## src/rtl/core/mtfp_pkg.sv

```systemverilog
// Package: item types and phase codes for the frame parser.
`timescale 1ns / 1ps

package mtfp_pkg;

	localparam logic [7:0] START_BYTE = 8'hFE;

	typedef struct packed {
		logic [7:0] rx_byte;
		logic       buffer_end;
	} in_item_t;

	typedef struct packed {
		logic       is_frame_end;
		logic [7:0] payload_byte;
		logic [7:0] payload_index;
		logic [7:0] command_high;
		logic [7:0] command_low;
		logic [7:0] payload_length;
		logic       check_ok;
	} out_item_t;

	typedef enum logic [2:0] {
		PH_HUNT = 3'd0,
		PH_LEN  = 3'd1,
		PH_CMD1 = 3'd2,
		PH_CMD2 = 3'd3,
		PH_DATA = 3'd4,
		PH_FCS  = 3'd5
	} phase_t;

endpackage

```

## src/rtl/core/mtfp_stream_if.sv

```systemverilog
// Interface: valid/ready stream channel with a typed payload.
`timescale 1ns / 1ps

interface mtfp_stream_if #(
	parameter type T = logic
) ();
	logic valid;
	logic ready;
	T     data;

	modport source (output valid, output data, input ready);
	modport sink   (input valid, input data, output ready);
endinterface

```

## src/rtl/core/mtfp_parse.sv

```systemverilog
// Frame parser state machine: frame registers and per-item record generation.
`timescale 1ns / 1ps

module mtfp_parse (
	input  logic               clk,
	input  logic               arst_n,
	input  logic               step,
	input  mtfp_pkg::in_item_t item,
	output logic               res_valid,
	output mtfp_pkg::out_item_t res
);
	import mtfp_pkg::*;

	phase_t     phase_q, phase_d;
	logic [7:0] len_q, cmd_hi_q, cmd_lo_q, seen_q, xor_q;
	logic [7:0] seen_inc;

	assign seen_inc = seen_q + 8'd1;

	// next state
	always_comb begin
		phase_d = PH_HUNT;
		unique case (phase_q)
			PH_LEN:  phase_d = PH_CMD1;
			PH_CMD1: phase_d = PH_CMD2;
			PH_CMD2: phase_d = (len_q != 8'd0) ? PH_DATA : PH_FCS;
			PH_DATA: phase_d = (seen_inc == len_q) ? PH_FCS : PH_DATA;
			PH_FCS:  phase_d = PH_HUNT;
			default: phase_d = (item.rx_byte == START_BYTE) ? PH_LEN : PH_HUNT;
		endcase
		// buffer end drops any partial frame
		if (item.buffer_end)
			phase_d = PH_HUNT;
	end

	// outputs
	always_comb begin
		res_valid          = 1'b0;
		res.is_frame_end   = 1'b0;
		res.payload_byte   = 8'd0;
		res.payload_index  = 8'd0;
		res.command_high   = cmd_hi_q;
		res.command_low    = cmd_lo_q;
		res.payload_length = len_q;
		res.check_ok       = 1'b0;
		unique case (phase_q)
			PH_DATA: begin
				res_valid         = 1'b1;
				res.payload_byte  = item.rx_byte;
				res.payload_index = seen_q;
			end
			PH_FCS: begin
				res_valid        = 1'b1;
				res.is_frame_end = 1'b1;
				res.check_ok     = (xor_q == item.rx_byte);
			end
			default: begin
				res_valid = 1'b0;
			end
		endcase
	end

	always_ff @(posedge clk or negedge arst_n) begin
		if (!arst_n) begin
			phase_q  <= PH_HUNT;
			len_q    <= 8'd0;
			cmd_hi_q <= 8'd0;
			cmd_lo_q <= 8'd0;
			seen_q   <= 8'd0;
			xor_q    <= 8'd0;
		end else if (step) begin
			phase_q <= phase_d;
			case (phase_q)
				PH_LEN: begin
					len_q  <= item.rx_byte;
					xor_q  <= item.rx_byte;
					seen_q <= 8'd0;
				end
				PH_CMD1: begin
					cmd_hi_q <= item.rx_byte;
					xor_q    <= xor_q ^ item.rx_byte;
				end
				PH_CMD2: begin
					cmd_lo_q <= item.rx_byte;
					xor_q    <= xor_q ^ item.rx_byte;
				end
				PH_DATA: begin
					xor_q  <= xor_q ^ item.rx_byte;
					seen_q <= seen_inc;
				end
				default: begin
				end
			endcase
		end
	end

endmodule

```

## src/rtl/core/mt_uart_frame_parser.sv

```systemverilog
// Top level: byte-stream frame parser with input and result registers.
//
//   channel  dir  payload                                          type
//   stream   in   rx_byte, buffer_end                              mtfp_pkg::in_item_t
//   record   out  is_frame_end, payload_byte, payload_index,       mtfp_pkg::out_item_t
//                 command_high, command_low, payload_length, check_ok
//
// One byte per cycle sustained while records are taken. A byte sits in the
// input register, where the parser state machine handles it, and its record
// (if any) appears from the result register the cycle after. Reset puts the
// parser in the start byte hunt with all frame registers cleared. A stalled
// record holds the pipe only once both registers are full.
`timescale 1ns / 1ps

module mt_uart_frame_parser (
	input  logic         clk,
	input  logic         arst_n,
	mtfp_stream_if.sink  stream,
	mtfp_stream_if.source record
);
	import mtfp_pkg::*;

	logic      valid_s1;
	in_item_t  item_s1;
	logic      rec_valid_q;
	out_item_t rec_q;
	logic      out_free, advance;
	logic      res_valid;
	out_item_t res;

	assign out_free     = !rec_valid_q || record.ready;
	assign advance      = valid_s1 && out_free;
	assign stream.ready = !valid_s1 || out_free;
	assign record.valid = rec_valid_q;
	assign record.data  = rec_q;

	always_ff @(posedge clk or negedge arst_n) begin
		if (!arst_n) begin
			valid_s1 <= 1'b0;
		end else if (stream.ready) begin
			valid_s1 <= stream.valid;
		end
	end

	always_ff @(posedge clk) begin
		if (stream.valid && stream.ready)
			item_s1 <= stream.data;
	end

	mtfp_parse u_parse (
		.clk       (clk),
		.arst_n    (arst_n),
		.step      (advance),
		.item      (item_s1),
		.res_valid (res_valid),
		.res       (res)
	);

	always_ff @(posedge clk or negedge arst_n) begin
		if (!arst_n) begin
			rec_valid_q <= 1'b0;
		end else if (out_free) begin
			rec_valid_q <= advance && res_valid;
		end
	end

	always_ff @(posedge clk) begin
		if (advance && res_valid)
			rec_q <= res;
	end

	a_end_rec_clean: assert property (@(posedge clk) disable iff (!arst_n)
		rec_valid_q && rec_q.is_frame_end |->
			rec_q.payload_byte == 8'd0 && rec_q.payload_index == 8'd0)
		else $error("end record carries payload fields");

	a_data_rec_no_ok: assert property (@(posedge clk) disable iff (!arst_n)
		rec_valid_q && !rec_q.is_frame_end |-> !rec_q.check_ok)
		else $error("payload record flags check_ok");

	a_s1_hold: assert property (@(posedge clk) disable iff (!arst_n)
		valid_s1 && !advance |=> valid_s1 && $stable(item_s1))
		else $error("stalled input register lost its item");

	a_rec_hold: assert property (@(posedge clk) disable iff (!arst_n)
		valid_s1 && !advance |-> rec_valid_q && !record.ready)
		else $error("input register stalled without a blocked record");

endmodule

```

## src/flat_wrapper.sv

```systemverilog
// flat-port wrapper written by rule: the top's interface ports become plain ports
module mt_uart_frame_parser_flat import mtfp_pkg::*;
  (clk, arst_n, stream_valid, stream_data, stream_ready, record_valid, record_data, record_ready);
  mtfp_stream_if #(.T(in_item_t)) stream_i ();
  mtfp_stream_if #(.T(out_item_t)) record_i ();
  input  logic clk;
  input  logic arst_n;
  input wire logic [$bits(stream_i.valid)-1:0] stream_valid;
  input wire logic [$bits(stream_i.data)-1:0] stream_data;
  output wire logic [$bits(stream_i.ready)-1:0] stream_ready;
  output wire logic [$bits(record_i.valid)-1:0] record_valid;
  output wire logic [$bits(record_i.data)-1:0] record_data;
  input wire logic [$bits(record_i.ready)-1:0] record_ready;
  assign stream_i.valid = stream_valid;
  assign stream_i.data = stream_data;
  assign stream_ready = stream_i.ready;
  assign record_valid = record_i.valid;
  assign record_data = record_i.data;
  assign record_i.ready = record_ready;
  mt_uart_frame_parser u_core (.clk(clk), .arst_n(arst_n), .stream(stream_i), .record(record_i));
endmodule
```

## config.mk

```make
export PLATFORM = sky130hd
export DESIGN_NAME = mt_uart_frame_parser_flat
export DESIGN_NICKNAME = d
export VERILOG_FILES = /design/src/rtl/core/mtfp_pkg.sv /design/src/rtl/core/mtfp_stream_if.sv /design/src/rtl/core/mtfp_parse.sv /design/src/rtl/core/mt_uart_frame_parser.sv /design/src/flat_wrapper.sv
export SDC_FILE = /design/constraint.sdc
export NUM_CORES = 1
export LEC_CHECK = 0
export ABC_AREA = 1
export BUFFER_PORTS_ARGS = -buffer_cell sky130_fd_sc_hd__buf_2
export CAP_MARGIN = 10
export CORE_UTILIZATION = 38
export CTS_BUF_LIST = sky130_fd_sc_hd__clkbuf_8
export DETAILED_ROUTE_END_ITERATION = 8
export PLACE_DENSITY = 0.58
export SLEW_MARGIN = 20
export SYNTH_ARGS = -nofsm -noshare
export SYNTH_HDL_FRONTEND = slang
export SYNTH_HIERARCHICAL = 1
export SYNTH_SLANG_ARGS = --single-unit
```

## constraint.sdc

```tcl
create_clock -name clk -period 3.19 [get_ports clk]
set_input_delay 0.1595 -clock clk [delete_from_list [all_inputs] [get_ports clk]]
set_output_delay 0.1595 -clock clk [all_outputs]
set_load 0.005 [all_outputs]
```

Word level (Yosys, flattened, before mapping):

Index checks and enable logic that the tools add are counted.

* $add $sub $neg: 1
* eq/ne operators: 8
* muxes and demuxes: 9
* bitwise operators: 1
* reduce and logical (&&, ||, !) cells: 17

Operator list (number)
* $pmux 8 s2: 2
* $eq 8x8->1: 2
* $pmux 3 s5: 1
* $reduce_and 2->1: 5
* $add 8x1->8 const B: 1
* $eq 8x8->1 const B: 1
* $reduce_bool 8->1: 1
* $xor 8x8->8: 1
* $eq 3x2->1 const B: 2
* $eq 3x3->1 const B: 2
* $mux 1: 5
* $reduce_bool 2->1: 2
* $eq 3x1->1 const B: 1
* $logic_and 1x1->1: 3
* $mux 3: 1
* $reduce_or 3->1: 1
* $logic_not 1->1: 2
* $logic_or 1x1->1: 2
* $reduce_or 2->1: 1

* flip-flop bits (word level): 96
* bits of input ports: 13
* output and inout port bits: 44

Depth between registers and ports, before layout:

* depth in word-level cells: 5
* gate-level depth with buffers: 13
* mapped depth without buffers: 13

Cells and area by module:

The synthesis kept the hierarchy.

By module, submodules not included
* mtfp_parse: times used 1, cells an instance 285, area an instance 2249.7 sq um, sequential area each 1076.0 sq um
* mt_uart_frame_parser: times used 1, cells an instance 66, area an instance 1637.8 sq um, sequential area each 1581.5 sq um

Least setup slack after synthesis:

OpenSTA, ideal clock, no wires.

* path type: reg2reg
* start point: register u_core.u_parse.phase_q[1]
* end point: register u_core.rec_q (netlist bit u_core/record.data[0]), enable pin
* data arrival time: 2398 ps
* data required time: 2748 ps
* setup slack: 350 ps
* stages on the path, launching flop included: 5
* buffers on the path: 0
* cell sequence: dfrtp_1 -> inv_2 -> ha_1 -> inv_1 -> nor2_1

* cells in the longest elaborated chain, start to end: 4
* elaborated cells between the ends (all ways): 5
* classes of those cells: 2 x eq/ne; 1 x mux; 2 x reduce/logical

Ends and longest elaborated chain
* start, declared: RTL line mtfp_parse.sv:14 `phase_t phase_q, phase_d;`
* start signal, assigned: RTL line mtfp_parse.sv:72 `phase_q <= phase_d;`
* $eq 3x3->1: RTL line mtfp_parse.sv:46 `unique case (phase_q)`
* $reduce_or 2->1 (no source line) (*)
* $mux 1 (*): RTL line mtfp_parse.sv:46
* via u_core.res_valid: RTL line mt_uart_frame_parser.sv:28 `logic res_valid;`
* $logic_and 1x1->1 (*): RTL line mt_uart_frame_parser.sv:68 `if (advance && res_valid)`
* end signal, assigned: RTL line mt_uart_frame_parser.sv:69 `rec_q <= res;`
* end, declared: RTL line mt_uart_frame_parser.sv:26 `out_item_t rec_q;`

Mark *: on every way through the listed nets, which the timed path passes. The rest lies on a longest branch.
A chain may end at the register's enable or synchronous reset.

Worst setup path after layout:

* start point: register u_core.u_parse.phase_q[1]
* end point: register u_core.rec_q (netlist bit u_core/record.data[13]), enable pin

The elaborated chain is that of the path after synthesis.

==> flow_metrics.env <==
export IMPL_holdWs_ns=0.0682
export IMPL_tightest_slew_ns=0.770
export IMPL_synth_seq_area_share_pct=68.4
export IMPL_wirelength_mm=7.70
export IMPL_finalSetupViolCount=0
export IMPL_worstSetupStartpoint="u_core/u_parse/phase_q[1]$_DFFE_PN0P_"
export IMPL_cts_tree="built"
export IMPL_worstHoldStart="record_ready"
export IMPL_chipHeight_um=103
export IMPL_finalSetupTns_ns=0
export IMPL_ys_warn_count=6
export IMPL_cts_buffers=9
export IMPL_startpoint_type="register"
export IMPL_grt_pass1_wl_mm=12.2
export IMPL_end_kind="register"
export IMPL_syn_area_mm2=0.00389
export IMPL_cts_root_buffer="clkbuf_8"
export IMPL_die_width_um=103
export IMPL_hpwl_mm=5.26
export IMPL_gp_congestion=0.826
export IMPL_grt_pass1_vias=2477
export IMPL_reg2reg_depth=5
export IMPL_fin_crit_sh_pct=62.0
export IMPL_synthCells=351
export IMPL_required_ns=3.26
export IMPL_max_freq_ghz=0.505
export IMPL_status="finished, final reports clean"
export IMPL_hold_path_depth=4
export IMPL_cts_sinks=96
export IMPL_rows=36
export IMPL_grt_max_degree=46
export IMPL_clk_pin_slew_ns=0.09
export IMPL_final_cell_mix="nand2_1 (88), buf_2 (55), edfxtp_1 (51)"
export IMPL_grt_usage_pct=15.7
export IMPL_relSlewSlack_pct=48.5
export IMPL_arrival_ns=2.05
export IMPL_firstDrtPassIters=4
export IMPL_period_minus_slack_ns=1.98
export IMPL_vias=2660
export IMPL_wire_per_inst_um=13.6
export IMPL_p_per_area_mw_per_mm2=644
export IMPL_h_tree_depth=3
export IMPL_area_growth_pct=19.0
export IMPL_final_common_cell="nand2_1"
export IMPL_rr_startpoint="u_core/u_parse/phase_q[1]$_DFFE_PN0P_"
export IMPL_worstPathMaxFanout=25
export IMPL_synth_cell_types=27
export IMPL_drive_above_1_share_pct=21.3
export IMPL_drc=0
export IMPL_synth_area_per_cell_um2=11.1
export IMPL_power_leakage_nw=1.95
export IMPL_hold_path_class="input port to register"
export IMPL_clk_latency_ns=0.38
export IMPL_critPathKind="register to register"
export IMPL_initial_core_util_pct=39.4
export IMPL_rsz0062_at_grt="false"
export IMPL_via_per_inst=4.72
export IMPL_clockBufferDepth=2
export IMPL_io_buffers=56
export IMPL_fin_nets=441
export IMPL_final_antenna_net_count=0
export IMPL_ir_drop_mv=0.284
export IMPL_coreArea_mm2=0.00986
export IMPL_diodes=0
export IMPL_drv_slew=0
export IMPL_io_pins=57
export IMPL_antenna_found_initial=0
export IMPL_drv_cap=0
export IMPL_fin_worst_skew_ns=0.0148
export IMPL_ys_seq_elements=96
export IMPL_drt_iter0_drc=112
export IMPL_dieArea_mm2=0.0106
export IMPL_syn_num_nets=366
export IMPL_grt_overflow_total=0
export IMPL_finalHoldViolCount=0
-- metal layers --
metal	track usage, %	vias to the layer above	routed length, um	share of wire, %
li1	-	1318	-	-
met1	21.1	1259	3580	47
met2	24.3	77	3640	47
met3	2.98	6	364	4.7
met4	8.45	0	105	1.4
met5	0	-	0	0
-- stage by stage --
stage                     setup slack [ns]  utilization (%)  total power, mW  instances  instance area [um2]
after floorplan                      0.350                -             2.07        351                 3890
after global placement                1.23             43.9             2.21        537                 4330
after detailed placement              1.20             43.9             2.23        537                 4330
after global routing                  1.09             46.9             3.15        564                 4620
final                                 1.21             46.9             2.98        564                 4620
after CTS                             1.18             46.9             3.00        564                 4620
-- final timing paths --
check                      slack (ns)                                     end
max                              1.21        u_core/record.data[13]$_DFFE_PP_
min                              0.07             u_core/valid_s1$_DFFE_PN0P_
max reg2reg                      1.21        u_core/record.data[13]$_DFFE_PP_
min reg2reg                      0.46        u_core/record.data[15]$_DFFE_PP_
max in group asynchronous        2.47     u_core/u_parse/len_q[0]$_DFFE_PN0P_
min in group asynchronous        0.31  u_core/u_parse/cmd_lo_q[7]$_DFFE_PN0P_
-- cells by family after synthesis --
group / synth area share (%)
fa+ha+maj: 0.644
xor+xnor: 2.70
simple gates: 17.6
flops: 68.4
buf+inv: 4.41
compound gates: 6.24
-- cells in the mapped netlist --
cell | instances | share of area (%)
nand2_1 | 88 | 8.5
edfxtp_1 | 51 | 39
dfrtp_1 | 45 | 29
inv_1 | 33 | 3.2
o21ai_0 | 28 | 3.6
nor2_1 | 27 | 2.6
nand3_1 | 23 | 3.0
xor2_1 | 9 | 2.0
o22ai_1 | 8 | 1.3
inv_2 | 5 | 0.48
nor4_1 | 4 | 0.64
nand2_2 | 3 | 0.48
nand3b_1 | 3 | 0.58
nor2_2 | 3 | 0.48
nor2_4 | 3 | 0.87
xnor2_1 | 3 | 0.68
a221oi_1 | 2 | 0.45
clkbuf_1 | 2 | 0.19
ha_1 | 2 | 0.64
nand3_2 | 2 | 0.51
a211oi_1 | 1 | 0.19
a21oi_4 | 1 | 0.42
a31oi_1 | 1 | 0.16
buf_1 | 1 | 0.096
buf_6 | 1 | 0.29
inv_4 | 1 | 0.16
o21ai_1 | 1 | 0.13
-- layout make-up --
cell class              instances  area (um2)
flip-flops and latches         96        2660
clock buffers                   9         124
multi-input cells             212        1070
repair buffers                 68         400
well taps                     133         166
fillers                       925        5240
clock inverters                 7        61.3
inverters                      39         149
-- flip-flops by register name, indices dropped and copies added (netlist names) --
name and flops:
u_core/record.data 42, u_core/record.valid 1, u_core/u_parse/cmd_hi_q 8, u_core/u_parse/xor_q 8
u_core/u_parse/seen_q 8, u_core/valid_s1 1, u_core/u_parse/len_q 8, u_core/item_s1 9
u_core/u_parse/phase_q 3, u_core/u_parse/cmd_lo_q 8
-- timing repair --
| item | in CTS | in global routing |
|---|---|---|
| buffers inserted | 0 | 0 |
| hold buffers | 11 | 0 |
| hold endpoints to repair | 38 | 0 |
| resized for setup | 0 | 0 |
-- power breakdown --
group          total (mW)  switching, mW  internal [mW]
clock network       0.756          0.456          0.300
logic               0.538          0.316          0.222
registers            1.69          0.185           1.50
-- critical path, cell delays in order, from the launching register on --
cell	delay [ns]
dfrtp_1	0.38
inv_2	0.10
ha_1	0.15
inv_1	0.07
nor2_4	0.62
buf_4	0.36
(Power assumes the default switching activity.)
